$ cat src/design/bitmap_chunk_allocator_assert.svh
// Assertion macros for the bitmap chunk allocator.
`ifndef BITMAP_CHUNK_ALLOCATOR_ASSERT_SVH
`define BITMAP_CHUNK_ALLOCATOR_ASSERT_SVH
`ifndef SYNTH
`define BCA_ASSERT(label, clk, rst_n, prop, msg) \
  label: assert property (@(posedge clk) disable iff (!rst_n) (prop)) else $error(msg);
`define BCA_ASSERT_NEXT(label, clk, rst_n, ante, cons, msg) \
  label: assert property (@(posedge clk) disable iff (!rst_n) (ante) |=> (cons)) else $error(msg);
`else
`define BCA_ASSERT(label, clk, rst_n, prop, msg)
`define BCA_ASSERT_NEXT(label, clk, rst_n, ante, cons, msg)
`endif
`endif

$ cat src/design/bca_ram.sv
// Generic single-port-write, registered-read RAM.
module bca_ram #(
  parameter int unsigned Width = 64,
  parameter int unsigned Depth = 64
) (
  input  logic                     clk_i,
  input  logic                     we_i,
  input  logic [$clog2(Depth)-1:0] waddr_i,
  input  logic [Width-1:0]         wdata_i,
  input  logic [$clog2(Depth)-1:0] raddr_i,
  output logic [Width-1:0]         rdata_o
);
  logic [Width-1:0] mem_q [Depth];

  always_ff @(posedge clk_i) begin
    if (we_i) begin
      mem_q[waddr_i] <= wdata_i;
    end
    rdata_o <= mem_q[raddr_i];
  end
endmodule

$ cat config.mk
export PLATFORM = sky130hd
export DESIGN_NAME = bca_ram
export DESIGN_NICKNAME = d
export VERILOG_FILES = /design/src/design/bitmap_chunk_allocator_assert.svh /design/src/design/bca_ram.sv
export SDC_FILE = /design/constraint.sdc
export NUM_CORES = 2
export LEC_CHECK = 0
export BUFFER_PORTS_ARGS = -buffer_cell sky130_fd_sc_hd__buf_2
export CORE_UTILIZATION = 48
export DETAILED_ROUTE_END_ITERATION = 7
export SYNTH_ARGS = -nofsm -noshare
export SYNTH_HDL_FRONTEND = slang
export SYNTH_SLANG_ARGS = --single-unit
$ cat constraint.sdc
create_clock -name clk_i -period 13.2 [get_ports clk_i]
set_input_delay 1.32 -clock clk_i [delete_from_list [all_inputs] [get_ports clk_i]]
set_output_delay 1.32 -clock clk_i [all_outputs]
set_load 0.02 [all_outputs]
==> results.cfg <==
[status]
status = complete, but fails checks
violations = design-rule violations

[critical_path]
cp.arrival_ns = 5.62
crit_path_end_kind = flip-flop
r2r_cells = 5
crit_type = input port to flip-flop
cp_num_buf_inv = 4
path_delay_family = buffers and inverters
crit_chain = buf_12, buf_4, buf_4, buf_4, mux4_2, a22o_1, nor2_1, a211oi_1
crit_path_start_kind = input port
cp.required_ns = 13.94
cpPeakStageDelay_ns = 0.88
critPathMaxFanout = 82
cp_common_cell = buf_4
critical_path.slowest_cell = buf_4
path_depth = 8

[drt]
top_layer_used = met5
wl_met3_um = 38100
viasPerCell = 6.44
wl_met1_um = 175000
first_pass_iters = 7
wl_per_cell_um = 37.1
wirelength_um = 433000
wl_met2_um = 210000
drc = 6
drt_iter0_drc = 10200
ant_nets = 0
num_vias = 75300

[sta]
post-route-period-util_pct = 36.9
max_freq_mhz = 205
skew_ns = 0.0690
finalHoldViolCount = 0
final-max-slew-violation-count = 0
finalSetupViolCount = 0
final.setup.tns_ns = 0
min_period_ns = 4.87
layout_setup_ws_ns = 8.33
relSlewSlack_pct = 16.5
grt_setup_unrepaired = no
worst_slew_pin_slew_ns = 1.25

[clock_network]
cts_tree = built
htreeDepth = 5
cts.sink_count = 4160
cts_setup_buffers = 0
cts_resized = 0
clk_pin_slew_worst_paths_ns = 0.06
clk_latency_ns = 0.99
cts-buffers-inserted = 413
root_buffer = clkbuf_16
clockBufferDepth = 4
cts_hold_buf = 0

[floorplan]
start_util_pct = 48.3
die-area_sq_mm = 0.328
core-area_sq_mm = 0.324
die_w_um = 573
fp-row-count = 209
fp.dieH_um = 573
io_pins = 142

[synthesis]
yosysSeqAreaShare_pct = 79.5
synth_commonest_cells = 4,096 x edfxtp_1, 1,024 x mux4_2, 170 x buf_2
synth.area.top_cells = edfxtp_1 79%, mux4_2 15%, mux2i_1 0.86%, dfxtp_1 0.82%, a22oi_1 0.81%
yosys.cell_count.top_type = edfxtp_1
ys_types = 33
netlist_area_sq_mm = 0.156
synth_largest_area_cell = edfxtp_1
synth_edf_count = 4096
yosys_warnings = 0
ys.flop_type = edfxtp_1
syn_avg_cell_area_sq_um = 23.7
synthArstFlopShare_pct = 0
synth_nets = 6676
yosys.area.top_type_share_pct = 78.7
ys_ff_latch = 4160
synth_cells = 6598

[global_routing]
grt_usage_pct = 26.3
antenna_found_initial = 40
grt_overflow = 0
grt_pass1_wl_um = 599000
grt_pass1_vias = 75200
grt_max_degree = 126

[place]
dp_slack_ns = 7.32
dp_hpwl_um = 224000
finalWeightedCongestion = 0.763
port_buffers = 141

[cells_and_area]
utilization_pct = 54.4
fin_nets = 7065
syn_to_final_growth_pct = 12.7
layout-drive-gt1-share_pct = 27.9

[worst_hold_path]
holdPathStages = 4
hold_path.class = flip-flop to flip-flop

[pwr]
power_mw = 27.4
p_per_area_mw_per_mm2 = 155
ir_drop_mv = 0.125
leakage_nw = 54.6

[flow_run]
maxCapViolCount = 0
==> through the flow <==
stage,hold slack [ns],instance area [sq um],cells
global placement,0.806,163000,10900
floorplan,0.788,156000,6598
detailed placement,0.825,163000,10900
CTS,0.831,176000,11700
global route,0.867,176000,11700
finish,0.832,176000,11700
==> report_power, final <==
part	internal, mW	switching [mW]	total, mW
clock	6.44	5.01	11.5
combinational	0.445	0.786	1.23
sequential	14.6	0.0676	14.7
==> cells by family after synthesis <==
group                  count (synthesis)  share of synthesized area (%)
multiplexers                        1159                           15.6
flip-flops                          4160                           79.5
AND/OR/NAND/NOR                      386                           1.24
buffers and inverters                389                           1.18
AO/OA/AOI/OAI                        504                           2.48
==> cell usage in the layout, fill, tap and decap left out, types with 8 or more instances in the layout <==
| cell | netlist | final |
|---|---|---|
| nor2_4 | 0 | 65 |
| clkinvlp_4 | 0 | 16 |
| buf_12 | 0 | 12 |
| clkbuf_1 | 140 | 89 |
| mux4_2 | 1024 | 1024 |
| o22ai_1 | 83 | 83 |
| nand2_1 | 58 | 55 |
| a41oi_1 | 26 | 26 |
| nor2b_1 | 28 | 24 |
| nor2_1 | 112 | 47 |
| clkinv_1 | 0 | 96 |
| clkinv_16 | 0 | 12 |
| buf_4 | 34 | 192 |
| o221ai_1 | 38 | 38 |
| and3_1 | 64 | 64 |
| bufinv_16 | 0 | 32 |
| diode_2 | 0 | 30 |
| a22oi_1 | 168 | 168 |
| nand3_1 | 45 | 45 |
| inv_1 | 19 | 19 |
| nand2b_1 | 11 | 8 |
| dfxtp_1 | 64 | 64 |
| a2bb2oi_1 | 19 | 19 |
| clkbuf_16 | 0 | 413 |
| buf_2 | 170 | 138 |
| a31oi_1 | 18 | 18 |
| clkinv_2 | 0 | 71 |
| edfxtp_1 | 4096 | 4096 |
| inv_6 | 0 | 8 |
| or3_1 | 29 | 29 |
| a211oi_1 | 63 | 62 |
| a22o_1 | 88 | 88 |
| mux2i_1 | 135 | 135 |
| or2_2 | 28 | 28 |
==> tightest hold or removal path, delay by kind of cell, from the launching register on <==
family,cells,cell delay [ns]
AOI/OAI and AO/OA,1,0.06
DFF,1,0.31
and+or+nand+nor,2,0.26
muxes,1,0.22
==> state kept, by name (all words and copies together) (netlist names) <==
signal   count
rdata_o     64
mem_q     4096
==> layer usage <==
layer	vias to the layer above	track usage, %
met5	-	0
met4	4	6.60
met3	635	4.37
met2	3771	42.2
met1	41600	38.1
li1	29300	-
==> final cells by class <==
class	instances	area (sq um)
fillers	24100	148000
flip-flops and latches	4160	124000
multi-input cells	2049	30800
clock buffers	508	10800
inverters	19	71.3
well taps	4325	5410
diodes	30	75.1
repair buffers	344	2400
clock inverters	247	2410
==> path summary, 6_finish.rpt <==
check / start / slack, ns / to
setup / recovery: raddr_i[0] / 8.33 / rdata_o[20]$_DFF_P_
hold / removal: mem_q[63][12]$_DFFE_PP_ / 0.83 / rdata_o[12]$_DFF_P_
setup reg to reg: mem_q[11][48]$_DFFE_PP_ / 11.06 / rdata_o[48]$_DFF_P_
hold reg to reg: mem_q[63][12]$_DFFE_PP_ / 0.83 / rdata_o[12]$_DFF_P_
(Power assumes the default switching activity.)
