File: src/design/bitmap_chunk_allocator_assert.svh
// Assertion macros for the bitmap chunk allocator.
`ifndef BITMAP_CHUNK_ALLOCATOR_ASSERT_SVH
`define BITMAP_CHUNK_ALLOCATOR_ASSERT_SVH
`ifndef SYNTH
`define BCA_ASSERT(label, clk, rst_n, prop, msg) \
  label: assert property (@(posedge clk) disable iff (!rst_n) (prop)) else $error(msg);
`define BCA_ASSERT_NEXT(label, clk, rst_n, ante, cons, msg) \
  label: assert property (@(posedge clk) disable iff (!rst_n) (ante) |=> (cons)) else $error(msg);
`else
`define BCA_ASSERT(label, clk, rst_n, prop, msg)
`define BCA_ASSERT_NEXT(label, clk, rst_n, ante, cons, msg)
`endif
`endif

File: src/design/bca_divider.sv
// Restoring divider: unit index and in-unit offset of a region offset.
module bca_divider #(
  parameter int unsigned NumW = 26,
  parameter int unsigned DenW = 26
) (
  input  logic            clk_i,
  input  logic            rst_ni,
  input  logic            start_i,
  input  logic [NumW-1:0] num_i,
  input  logic [DenW-1:0] den_i,
  output logic            done_o,
  output logic [NumW-1:0] quot_o,
  output logic [DenW-1:0] rem_o
);
  localparam int unsigned CntW = $clog2(NumW + 1);

  logic [CntW-1:0] cnt_q;
  logic            busy_q;
  logic [NumW-1:0] quot_q;
  logic [DenW:0]   rem_q;
  logic [DenW-1:0] den_q;
  logic [DenW:0]   shifted;
  logic [DenW:0]   diff;

  assign shifted = {rem_q[DenW-1:0], quot_q[NumW-1]};
  assign diff = shifted - {1'b0, den_q};

  always_ff @(posedge clk_i or negedge rst_ni) begin
    if (!rst_ni) begin
      busy_q <= 1'b0;
      cnt_q <= '0;
      done_o <= 1'b0;
    end else begin
      done_o <= 1'b0;
      if (start_i) begin
        busy_q <= 1'b1;
        cnt_q <= CntW'(NumW);
      end else if (busy_q) begin
        cnt_q <= cnt_q - 1'b1;
        if (cnt_q == CntW'(1)) begin
          busy_q <= 1'b0;
          done_o <= 1'b1;
        end
      end
    end
  end

  always_ff @(posedge clk_i) begin
    if (start_i) begin
      quot_q <= num_i;
      rem_q <= '0;
      den_q <= den_i;
    end else if (busy_q) begin
      if (!diff[DenW]) begin
        rem_q <= diff;
        quot_q <= {quot_q[NumW-2:0], 1'b1};
      end else begin
        rem_q <= shifted;
        quot_q <= {quot_q[NumW-2:0], 1'b0};
      end
    end
  end

  assign quot_o = quot_q;
  assign rem_o = rem_q[DenW-1:0];
endmodule

File: config.mk
export PLATFORM = sky130hd
export DESIGN_NAME = bca_divider
export DESIGN_NICKNAME = d
export VERILOG_FILES = /design/src/design/bitmap_chunk_allocator_assert.svh /design/src/design/bca_divider.sv
export SDC_FILE = /design/constraint.sdc
export NUM_CORES = 1
export LEC_CHECK = 0
export BUFFER_PORTS_ARGS = -buffer_cell sky130_fd_sc_hd__buf_2
export CAP_MARGIN = 0
export CORE_AREA = 4 4 98 100
export DETAILED_ROUTE_END_ITERATION = 10
export DIE_AREA = 0 0 102 104
export GPL_TIMING_DRIVEN = 1
export PLACE_DENSITY = 0.81
export SYNTH_ARGS = -nofsm -noshare
export SYNTH_HDL_FRONTEND = slang
export SYNTH_SLANG_ARGS = --single-unit
File: constraint.sdc
create_clock -name clk_i -period 6.41 [get_ports clk_i]
set_input_delay 1.6025 -clock clk_i [delete_from_list [all_inputs] [get_ports clk_i]]
set_output_delay 1.6025 -clock clk_i [all_outputs]
set_load 0.03 [all_outputs]
==> flow_summary.ini, run 1 <==
[setup_path]
reg2reg_depth = 13
start_kind = flip-flop
cp-end-kind = flip-flop
criticalPathCategory = flip-flop to flip-flop
worstPathRequired_ps = 6700
rr_endpoint = rem_q[0]
reg2reg_slack_ps = 2780
cp_max_fo = 22
r2r-start = quot_o[25]
cp.arrival_ps = 3920

[clocking]
clk_pin_slew_ps = 90
cts_resized = 0
cts_root_buf = clkbuf_8
clock-sinks = 85
cts_hold_buffers = 0
cts_tree = built
clk_latency_ps = 380
postCtsSetupBuffers = 0
clockBufferDepth = 2
h-tree-depth = 3
numCtsBuffers = 9

[timing]
hold_viol = 0
final-setup-viol-count = 0
finalMaxSlewViolations = 0
max-slew-margin-rel = 0.319
rsz0062_at_grt = false
fin_crit_sh = 0.567
skew_ps = 13.9
max_freq_mhz = 275
tightestPinTransition_ps = 1020
finalSetupTns_ps = 0
holdWs_ps = 522
min_period_ps = 3630

[global_route]
gr-total-overflow = 0
gr-usage-met1 = 0.269
grt_use_met2 = 0.349
gr-max-usage-layer = met2
grt_pass1_wl_mm = 18.1
grt_max_degree = 63
grtUsageTotal = 0.213
grt_antenna_before_repair = 0
grtUsageMet3 = 0.0416
grt_pass1_vias = 3896

[final_layout]
seq_area_um2 = 2260
nets = 665
final_common_cell = buf_2
drive_gt1_frac = 0.278
mostFrequentLayoutCells = buf_2, edfxtp_1, nand2_1
multi_input_area_um2 = 2340
area_growth_pct = 16.9
diodes = 0
fillers = 753
fin_util = 0.650

[power]
p_leak_nw = 2.51
powerDensity_nw_per_um2 = 375
ir_drop_uv = 208

[hold_path]
min-delay-start = rem_q[7]
hold_depth = 2
hold_class = flip-flop to flip-flop
min_to = rem_q[7]

[floorplan]
fp.dieH_um = 104
rows = 34
initial_utilization = 0.556
core_area_um2 = 8680
dieArea_um2 = 10600
die_w_um = 102
pin_count = 108

[logic_synthesis]
netlist_instances = 479
syn_nets = 563
synthFlopType = edfxtp_1
synth.area.top_cells = edfxtp_1, dfxtp_1, ha_1
ys_types = 60
synth_area_um2 = 4830
yosysTopAreaCell = edfxtp_1
synth_top_cell_area_share = 0.323
ys_ff_latch = 85
synth_async_sr_flop_share = 0.0824
syn_area_per_cell_um2 = 10.1
synth_edf_count = 52
yosys_warnings = 0
yosysSeqAreaShare = 0.467

[route]
drc = 0
drt_iter0_drc = 217
wl_per_cell_um = 16.0
vias = 4030
first_pass_iters = 5
routed_wl_mm = 11.1
postRouteAntennaNets = 0
viasPerCell = 5.81

[status]
status = finished, final reports clean

[place]
port_buffers = 107
gp_congestion = 0.828
place_hpwl_mm = 8.11

[flow_run]
maxCapViolations = 0
[kinds of logic after synthesis]
kind of cell | Yosys count | synth area share
compound gates | 110 | 0.162
xor+xnor | 20 | 0.0378
fa+ha+maj | 29 | 0.0767
buf+inv | 59 | 0.0485
flops | 85 | 0.467
mux | 26 | 0.0606
simple gates | 150 | 0.146
[synth_stat cells (all sizes together) (3+ instances only)]
master and instances:
edfxtp 52, nand2 49, nor2 42, inv 40, a21oi 29, ha 28
dfxtp 26, mux2 26, o21ai 20, a311oi 18, nor3 14, xnor2 14
clkbuf 12, nand3 9, nand2b 8, buf 7, dfrtp 7, or3 6
xor2 6, a21o 5, o211ai 5, a31oi 4, a41oi 4, nand4 4
a211oi 3, nor4b 3, o21bai 3, o221ai 3
[layout make-up]
type                            instances  share of cell area
Sequential cell                        85               0.400
Inverter                               40              0.0266
Timing Repair Buffer                  110              0.0989
Tap cell                              108              0.0239
Clock buffer                            9              0.0220
Multi-Input combinational cell        335               0.416
Clock inverter                          7              0.0131
[per-layer routing]
metal | part of all wire | up-vias
li1 | - | 1964
met1 | 0.42 | 1901
met2 | 0.49 | 141
met3 | 0.064 | 24
met4 | 0.025 | 0
met5 | 0 | -
[registers in the layout (all words and copies together), names as in the netlist]
| register | count |
|---|---|
| den_q | 26 |
| quot_o | 26 |
| rem_q | 26 |
| cnt_q | 5 |
| busy_q | 1 |
| done_o | 1 |
[through the flow]
step           instance area (um2)  setup WS [ps]  cells  power, W
2_1_floorplan                 4830           3230    479   0.00149
3_3_place_gp                  5450           2880    678   0.00171
3_5_place_dp                  5450           2780    678   0.00174
4_1_cts                       5640           2770    694   0.00213
5_1_grt                       5640           2500    694   0.00226
6_report                      5640           2780    694   0.00212
[worst max-delay path by stage]
stage	from	to	slack [ps]	depth (start not counted)
6_report	quot_o[25]	rem_q[0]	2780	13
5_1_grt	quot_o[25]	rem_q[5]	2500	12
4_1_cts	quot_o[25]	rem_q[21]	2770	12
3_5_place_dp	quot_o[25]	rem_q[21]	2780	12
3_3_place_gp	start_i	quot_o[25]	2880	3
2_1_floorplan	quot_o[25]	rem_q[9]	3230	13
[report_power, final]
part	internal, W	leakage (nW)	switching, W
logic	0.000359	1.59	0.000605
clock network	0.000154	0.101	0.000230
registers	0.000680	0.820	0.0000912
total	0.00119	2.51	0.000926
[worst max-delay path, stage by stage, from the launching register on]
cell      delay, ps
edfxtp_1        400
inv_1           100
ha_1            160
inv_1            50
fa_1            420
a21oi_2         220
o311ai_4        140
a21oi_2         300
o21ai_2         110
a41o_2          320
xnor2_2         370
buf_4           350
mux2_2          380
a211oi_1        230
(Power assumes the default switching activity.)
==> inputs of run 2 (changes only) <==
--- a/config.mk
+++ b/config.mk
@@ -7,11 +7,11 @@
 export LEC_CHECK = 0
 export BUFFER_PORTS_ARGS = -buffer_cell sky130_fd_sc_hd__buf_2
 export CAP_MARGIN = 0
-export CORE_AREA = 4 4 98 100
+export CORE_AREA = 4 4 99 101
 export DETAILED_ROUTE_END_ITERATION = 10
-export DIE_AREA = 0 0 102 104
+export DIE_AREA = 0 0 103 105
 export GPL_TIMING_DRIVEN = 1
-export PLACE_DENSITY = 0.81
+export PLACE_DENSITY = 0.8
 export SYNTH_ARGS = -nofsm -noshare
 export SYNTH_HDL_FRONTEND = slang
 export SYNTH_SLANG_ARGS = --single-unit
==> constraint.sdc (replaced) <==
create_clock -name clk_i -period 3.8 [get_ports clk_i]
set_input_delay 0.95 -clock clk_i [delete_from_list [all_inputs] [get_ports clk_i]]
set_output_delay 0.95 -clock clk_i [all_outputs]
set_load 0.03 [all_outputs]
==> run 2 against run 1 <==
- first-iteration DRC count decreased by 31%
- via count fell by 2.2%
- final cell count up 1.0%
- sequential share of layout area is 0.29 points lower
- non-clock buffer count increased by 4
- die area grew 2.0%
- sequential power increased by 67%
- global-route usage shrank 0.40 points
- flip-flop and latch count is the same
- largest power group unchanged
==> flow_summary.ini, run 2 (synthesis gave the netlist of run 1 again) <==
[status]
status = finished, final reports clean

[timing]
holdWs_ps = 409
fin_crit_sh = 0.892
max_freq_mhz = 295
finalMaxSlewViolations = 0
tightestPinTransition_ps = 859
max-slew-margin-rel = 0.412
hold_viol = 0
finalSetupTns_ps = 0
final-setup-viol-count = 0
rsz0062_at_grt = false
min_period_ps = 3390
skew_ps = 10.5

[setup_path]
cp.arrival_ps = 3660
rr_endpoint = rem_q[11]
start_kind = flip-flop
reg2reg_slack_ps = 410
reg2reg_depth = 13
cp_max_fo = 8
cp-end-kind = flip-flop
criticalPathCategory = flip-flop to flip-flop
r2r-start = quot_o[25]
worstPathRequired_ps = 4070
cp-startpoint = quot_o[25]

[power]
p_leak_nw = 2.53
power_frac_seq = 0.355
powerDensity_nw_per_um2 = 639
comb_power_share = 0.457
p_sw_w = 0.00154
ir_drop_uv = 307
p_int_w = 0.00209
swShare = 0.425
clkPwrFrac = 0.188

[clocking]
numCtsBuffers = 9
clock-sinks = 85
clk_latency_ps = 360
cts_tree = built
clk_pin_slew_ps = 90
cts_resized = 0
cts_hold_buffers = 0
postCtsSetupBuffers = 0
cts_root_buf = clkbuf_8
h-tree-depth = 3
clockBufferDepth = 2

[route]
drc = 0
postRouteAntennaNets = 0
viasPerCell = 5.62
routed_wl_mm = 11.1
wl_per_cell_um = 15.8
first_pass_iters = 6
vias = 3940
drt_iter0_drc = 149

[hold_path]
hold_class = input pin to async pin

[final_layout]
multi_input_area_um2 = 2340
fillers = 755
nets = 669
diodes = 0
seq_area_um2 = 2260
fin_util = 0.630
instances_no_fill = 701
area_growth_pct = 17.7
final_common_cell = buf_2
drive_gt1_frac = 0.283
mostFrequentLayoutCells = buf_2, edfxtp_1, nand2_1

[floorplan]
dieArea_um2 = 10800
initial_utilization = 0.535
die_w_um = 103
pin_count = 108
core_area_um2 = 9020
fp.dieH_um = 105
rows = 35

[flow_run]
maxCapViolations = 0

[place]
place_hpwl_mm = 8.08
port_buffers = 107
dp.cells = 685
gp_congestion = 0.900

[global_route]
grt_pass1_wl_mm = 18.4
grt_max_degree = 38
grtUsageTotal = 0.209
grt_pass1_vias = 3941
gr-total-overflow = 0
grt_antenna_before_repair = 0
run 2: cell count changes in the layout (fill, tap and decap cells not counted):
cell | previous run | this run
clkinv_2 | 0 | 1
buf_4 | 3 | 7
bufinv_16 | 0 | 1
inv_8 | 2 | 1
clkinv_8 | 1 | 0
inv_6 | 3 | 2
clkinv_4 | 1 | 2
run 2: stage by stage:
| step | total power (W) | instance area [um2] | worst slack [ps] |
|---|---|---|---|
| 3_3_place_gp | 0.00290 | 5480 | 548 |
| 3_5_place_dp | 0.00295 | 5480 | 454 |
| 5_1_grt | 0.00388 | 5680 | 223 |
| 4_1_cts | 0.00364 | 5680 | 424 |
| 6_report | 0.00363 | 5680 | 410 |
| 2_1_floorplan | 0.00252 | 4830 | 618 |
run 2: how the worst max path moves through the flow:
stage / end / slack (ps) / cells past startpoint
2_1_floorplan: rem_q[9] / 620 / 13
4_1_cts: rem_q[11] / 420 / 13
3_5_place_dp: rem_q[11] / 450 / 13
3_3_place_gp: rem_q[11] / 550 / 13
6_report: rem_q[11] / 410 / 13
5_1_grt: rem_q[11] / 220 / 13
run 2: area by class of cell:
| type | count | share of cell area |
|---|---|---|
| Inverter | 40 | 0.0264 |
| Clock inverter | 7 | 0.0143 |
| Multi-Input combinational cell | 335 | 0.413 |
| Clock buffer | 9 | 0.0218 |
| Tap cell | 111 | 0.0244 |
| Timing Repair Buffer | 114 | 0.103 |
| Sequential cell | 85 | 0.397 |
run 2: layer usage:
metal  track usage  wire length [um]  up-vias
li1              -                 -     1971
met2         0.357              5640      115
met3        0.0501               667       14
met5             0                 0        -
met4        0.0564               137        0
met1         0.262              4620     1840
run 2: power by group through the flow:
stage	Combinational, W	Sequential (W)	Clock, W
finish	0.00166	0.00129	0.000682
global route	0.00183	0.00131	0.000739
CTS	0.00165	0.00129	0.000693
detailed placement	0.00164	0.00131	0
global placement	0.00160	0.00130	0
floorplan	0.000985	0.00154	0
run 2: critical path: stages (launching register included):
cell	delay, ps
edfxtp_1	390
inv_1	90
ha_1	170
inv_1	50
fa_1	410
a21oi_2	210
o311ai_4	140
a21oi_2	300
o21ai_2	120
a41o_2	330
xnor2_2	160
buf_4	180
or4_1	500
a311oi_1	250
